**src/rtl/core/sialu_pkg.sv**
```systemverilog
// Shared types and constants for the four-operation signed ALU.
// No dependencies.
`default_nettype none
package sialu_pkg;
   localparam int WordWidth = 32;
   localparam int StageCount = 32;

   localparam logic [7:0] OP_ADD = 8'd43;
   localparam logic [7:0] OP_SUB = 8'd45;
   localparam logic [7:0] OP_MUL = 8'd42;
   localparam logic [7:0] OP_DIV = 8'd47;

   localparam logic [1:0] ST_OK       = 2'd0;
   localparam logic [1:0] ST_DIV_ZERO = 2'd1;
   localparam logic [1:0] ST_UNKNOWN  = 2'd2;

   // Data moving from one divider cell to the next
   typedef struct packed {
      logic                 valid;
      logic [WordWidth-1:0] rem;     // partial remainder
      logic [WordWidth-1:0] quo;     // quotient bits shifted in low, dividend bits out high
      logic [WordWidth-1:0] den;     // divisor magnitude
      logic                 neg;     // negate quotient at the end
      logic [WordWidth-1:0] early;   // result for non-divide ops
      logic [1:0]           status;
      logic                 is_div;
   } cell_data_type;
endpackage
`default_nettype wire

```
**src/rtl/core/sialu_cell.sv**
```systemverilog
// One restoring-division cell: a single quotient bit, registered.
// Depends on sialu_pkg.
`default_nettype none
module sialu_cell (
   input  wire logic                    clock,
   input  wire logic                    reset,
   input  wire logic                    advance,
   input  wire sialu_pkg::cell_data_type d_in,
   output sialu_pkg::cell_data_type     d_out
);
   import sialu_pkg::*;

   cell_data_type d_ff;
   cell_data_type d_in_c;
   logic [WordWidth:0] trial;
   logic [WordWidth:0] shifted;

   // Shift in next dividend bit, trial subtract
   always_comb begin
      shifted = {d_in.rem, d_in.quo[WordWidth-1]};
      trial   = shifted - {1'b0, d_in.den};
      d_in_c  = d_in;
      if (d_in.is_div) begin
         if (!trial[WordWidth]) begin
            d_in_c.rem = trial[WordWidth-1:0];
         end else begin
            d_in_c.rem = shifted[WordWidth-1:0];
         end
         d_in_c.quo = {d_in.quo[WordWidth-2:0], ~trial[WordWidth]};
      end
   end

   always_ff @(posedge clock) begin
      if (reset) begin
         d_ff.valid <= 1'b0;
      end else if (advance) begin
         d_ff <= d_in_c;
      end
   end

   assign d_out = d_ff;
endmodule
`default_nettype wire

```
**config.mk**
```make
export PLATFORM = sky130hd
export DESIGN_NAME = sialu_cell
export DESIGN_NICKNAME = d
export VERILOG_FILES = /design/src/rtl/core/sialu_pkg.sv /design/src/rtl/core/sialu_cell.sv
export SDC_FILE = /design/constraint.sdc
export NUM_CORES = 1
export LEC_CHECK = 0
export ABC_AREA = 1
export BUFFER_PORTS_ARGS = -buffer_cell sky130_fd_sc_hd__buf_2
export CAP_MARGIN = 20
export CELL_PAD_IN_SITES_DETAIL_PLACEMENT = 0
export CELL_PAD_IN_SITES_GLOBAL_PLACEMENT = 1
export CORE_ASPECT_RATIO = 0.9
export CORE_MARGIN = 2
export CORE_UTILIZATION = 36
export DETAILED_ROUTE_END_ITERATION = 16
export PLACE_DENSITY_LB_ADDON = 0.1
export RECOVER_POWER = 100
export SYNTH_ARGS = -nofsm -noshare
export SYNTH_HDL_FRONTEND = slang
export SYNTH_SLANG_ARGS = --single-unit
```
**constraint.sdc**
```tcl
create_clock -name clock -period 9 [get_ports clock]
set_input_delay 1.35 -clock clock [delete_from_list [all_inputs] [get_ports clock]]
set_output_delay 1.35 -clock clock [all_outputs]
set_load 0.02 [all_outputs]
```
---- Yosys cells after proc, flatten, opt, wreduce, memory -nomap -nowiden ----
Index checks and enable logic that the tools add are counted.
operators by class
  muxes and demuxes ....................... 2
  reductions and logical operators ........ 1
  bitwise logic cells ..................... 2
  add/subtract/negate cells ............... 1
operators by type and width
  kind                                            count
  64-bit two-way mux                              1
  33-bit by 32-bit subtractor with 33-bit output  1
  32-bit two-way mux                              1
  1-bit NOT                                       2
  2-bit AND reduction                             1
word-level totals
  output and inout bits ................... 133
  register bits ........................... 133

---- Logic depth before layout (Yosys ltp) ----
  depth after elaboration ................. 3
  gate-level depth with buffers ........... 19

---- Least setup slack after synthesis ----
No wires, ideal clock.
  kind .................................... input to register
  start ................................... input advance
  end ..................................... register d_ff (netlist bit d_out[0]) (enable)
  library setup time ...................... 629 ps
  stages on the path ...................... 2
  slack ................................... 1,430 ps
  required time ........................... 8,371 ps
  arrival time ............................ 6,941 ps
  buffers on the path ..................... 0
  path through ............................ inv_1 > nor2_1
on the way
  longest elaborated chain between the ends .. 1
RTL lines
  item                                  RTL line          source
  from (decl)                           sialu_cell.sv:7   input wire logic advance,
  2-bit AND reduction (no source line)  n/a
  to (signal assigned)                  sialu_cell.sv:37  d_ff <= d_in_c;
  to (decl)                             sialu_cell.sv:13  cell_data_type d_ff;
Every way passes these cells.
A chain may end at the register's enable or synchronous reset.

---- Final worst setup path ----
  start ................................... input advance
  end ..................................... register d_ff (netlist bit d_out[68]) (enable)
The elaborated chain is that of the path after synthesis.

==> out/metrics.csv <==
metric;value;unit
Unique masters post-synth;27;
Crit Reg-Reg Endpoint;d_out[132];
final period utilization;62.5;%
GPL Wtd Cong;0.865;
setup_tns;0;ns
RSZ-0062 raised after global routing;no;
wire length on met1;10600;µm
Yosys Warn Count;0;
Wirelength per Cell;14.1;µm
initial antenna violation count;0;
R2R setup slack;8.45;ns
P per Cell Area;186;mW/mm²
uppermost routed layer;met4;
Clock Skews;0;ns
Hold Path Sink;d_out[132];
crit path launch type;primary input;
port buffer count;268;
die footprint;0.0232;mm²
Layout area overhead;25.5;%
Post-Synthesis Cells;1006;
R2R cell count;2;
status;finished, violations left;
Resize count post-CTS;0;
Worst Max-Slew Pin Slew;3.35;ns
Top-Level Pins;269;
number of flip-flops in the largest register;133;
CTS buffer count;17;
routed wl met3;1220;µm
Clock Latency Late Sink;0.43;ns
min-delay src;d_out[132];
Sink Count;133;
die width;160;µm
fraction of layout cells with a size suffix above 1;12.7;%
sequential fraction of the synthesis area;50.4;%
syn nets;1175;
clk buf depth;2;
Starting Density;36.6;%
Post-Syn Area per Cell;7.85;µm²
Clock Pin Slew Worst Setup and Hold Paths;0.06;ns
worst reg2reg path startpoint;d_out[132];
postcts setup bufs;0;
Worst Path Max Fanout;63;
area taken by flip-flops and latches;0.00398;mm²
CP Data Required Time;8.97;ns
Nets;1447;
first-pass GRT wire length;34600;µm
final setup vio count;0;
register bit count reported by yosys;133;
GRT Resource Usage Total;19.2;%
vias in the first global route;6581;
hold path depth;2;
Max-slew headroom;-123;%
WL final;22300;µm
Place WS;4.95;ns
fillers;2312;
DR iter-0 viols;400;
Max-cap violations;4;
GR Overflow Total;0;
CTS root buffer;clkbuf_16;
via/cell ratio;4.39;
worst vdd ir;0.114;mV
hold buffer count at CTS;0;
antenna diode count;0;
Worst Setup End Kind;flip-flop;
Critical Path AT;5.60;ns
multi-input logic area;0.00302;mm²
Residual DRC;0;
final hold vios;0;
Final WS setup;3.37;ns
Met2 Routed Length;10100;µm
Final min period;5.63;ns
Cell Area, Synth;0.00790;mm²
leakage;4.99;nW
core area;0.0216;mm²
Max Fclk;178;MHz
Via Count;6948;
CTS H-tree lvls;4;
die height;145;µm
worst min path class;flip-flop to flip-flop;
count of pins over their slew limit;205;
largest net degree at the start of global routing;68;
Detailed Place HPWL;16900;µm
critical path class;primary input to flip-flop;
TritonCTS clock tree;built;
Final ANT Viol Nets;0;
violated checks;max-capacitance violations, max-slew violations;
DRT Pass-1 Iters;5;
num rows;51;
[power by group]
group          internal [mW]  switching [mW]
Combinational          0.121           0.266
Sequential             0.738          0.0116
Clock                  0.393           0.313
Total                   1.25           0.591
[cell type report]
| class | count | share of cell area [%] |
|---|---|---|
| clock buffer | 17 | 4.29 |
| clock inverter | 15 | 1.59 |
| inverter | 207 | 7.83 |
| multi-input combinational | 647 | 30.5 |
| sequential | 133 | 40.2 |
| tap | 291 | 3.67 |
| timing repair buffer | 272 | 11.9 |
[worst max path at each step]
stage                            end  startpoint  slack [ns]
after global routing      d_out[100]     advance        2.71
after floorplan             d_out[0]     advance        1.43
final                      d_out[68]     advance        3.37
after global placement    d_out[100]    d_in[99]        5.03
after detailed placement  d_out[124]    d_in[99]        4.95
after CTS                 d_out[124]    d_in[99]        5.40
[cell usage after synthesis, drive strengths merged]
| cell | instances | area, µm² |
|---|---|---|
| nor2 | 40 | 150 |
| nor3 | 5 | 30.0 |
| nand3 | 50 | 250 |
| ha | 32 | 400 |
| nand4 | 5 | 31.3 |
| or2 | 1 | 6.26 |
| xnor2 | 12 | 105 |
| nand3b | 3 | 22.5 |
| a21o | 2 | 15.0 |
| inv | 207 | 777 |
| edfxtp | 132 | 3960 |
| o21ai | 32 | 160 |
| and3 | 1 | 6.26 |
| nand2 | 434 | 1660 |
| a21oi | 23 | 123 |
| and2 | 3 | 18.8 |
| dfxtp | 1 | 20.0 |
| xor2 | 3 | 26.3 |
| clkbuf | 12 | 45.0 |
| buf | 7 | 71.3 |
| fa | 1 | 20.0 |
[cell usage in the layout, fill, tap and decap left out, drive strengths merged]
| master | synthesis | routed |
|---|---|---|
| xnor2 | 12 | 12 |
| and2 | 3 | 3 |
| a21oi | 23 | 23 |
| buf | 7 | 119 |
| xor2 | 3 | 3 |
| clkbuf | 12 | 170 |
| o21ai | 32 | 32 |
| or2 | 1 | 1 |
| nor3 | 5 | 5 |
| edfxtp | 132 | 132 |
| fa | 1 | 1 |
| nor2 | 40 | 40 |
| bufinv | 0 | 1 |
| and3 | 1 | 1 |
| clkinv | 0 | 3 |
| nand4 | 5 | 5 |
| nand3 | 50 | 50 |
| nand2 | 434 | 434 |
| dfxtp | 1 | 1 |
| a21o | 2 | 2 |
| clkinvlp | 0 | 1 |
| ha | 32 | 32 |
| nand3b | 3 | 3 |
| inv | 207 | 217 |
[cells by family (layout without fill, tap and decap cells)]
kind of cell | Yosys count | in the layout | synth area share (%)
buf+inv | 226 | 511 | 11.3
fa+ha+maj | 33 | 33 | 5.32
simple gates | 542 | 542 | 27.5
xor+xnor | 15 | 15 | 1.66
compound gates | 57 | 57 | 3.77
flops | 133 | 133 | 50.4
[critical path, stage by stage]
cell,delay (ns)
clkbuf_1,0.09
inv_1,0.06
nor2_1,1.58
clkbuf_1,2.45
[metal layers]
| layer | vias up | global-route usage [%] |
|---|---|---|
| li1 | 3659 | - |
| met1 | 3074 | 25.2 |
| met2 | 199 | 32.5 |
| met3 | 16 | 4.04 |
| met4 | 0 | 5.12 |
| met5 | - | 0 |
[per-stage QoR]
stage	area [µm²]	utilization [%]	std cells	hold slack (ns)	power (mW)
finish	9920	46.0	1582	0.460	1.84
CTS	10100	46.8	1581	0.460	1.87
global placement	9520	44.1	1549	0.452	1.16
floorplan	7900	-	1006	0.530	1.03
detailed placement	9520	44.1	1549	0.451	1.16
global route	9920	46.0	1582	0.505	1.94
(Power assumes the default switching activity.)
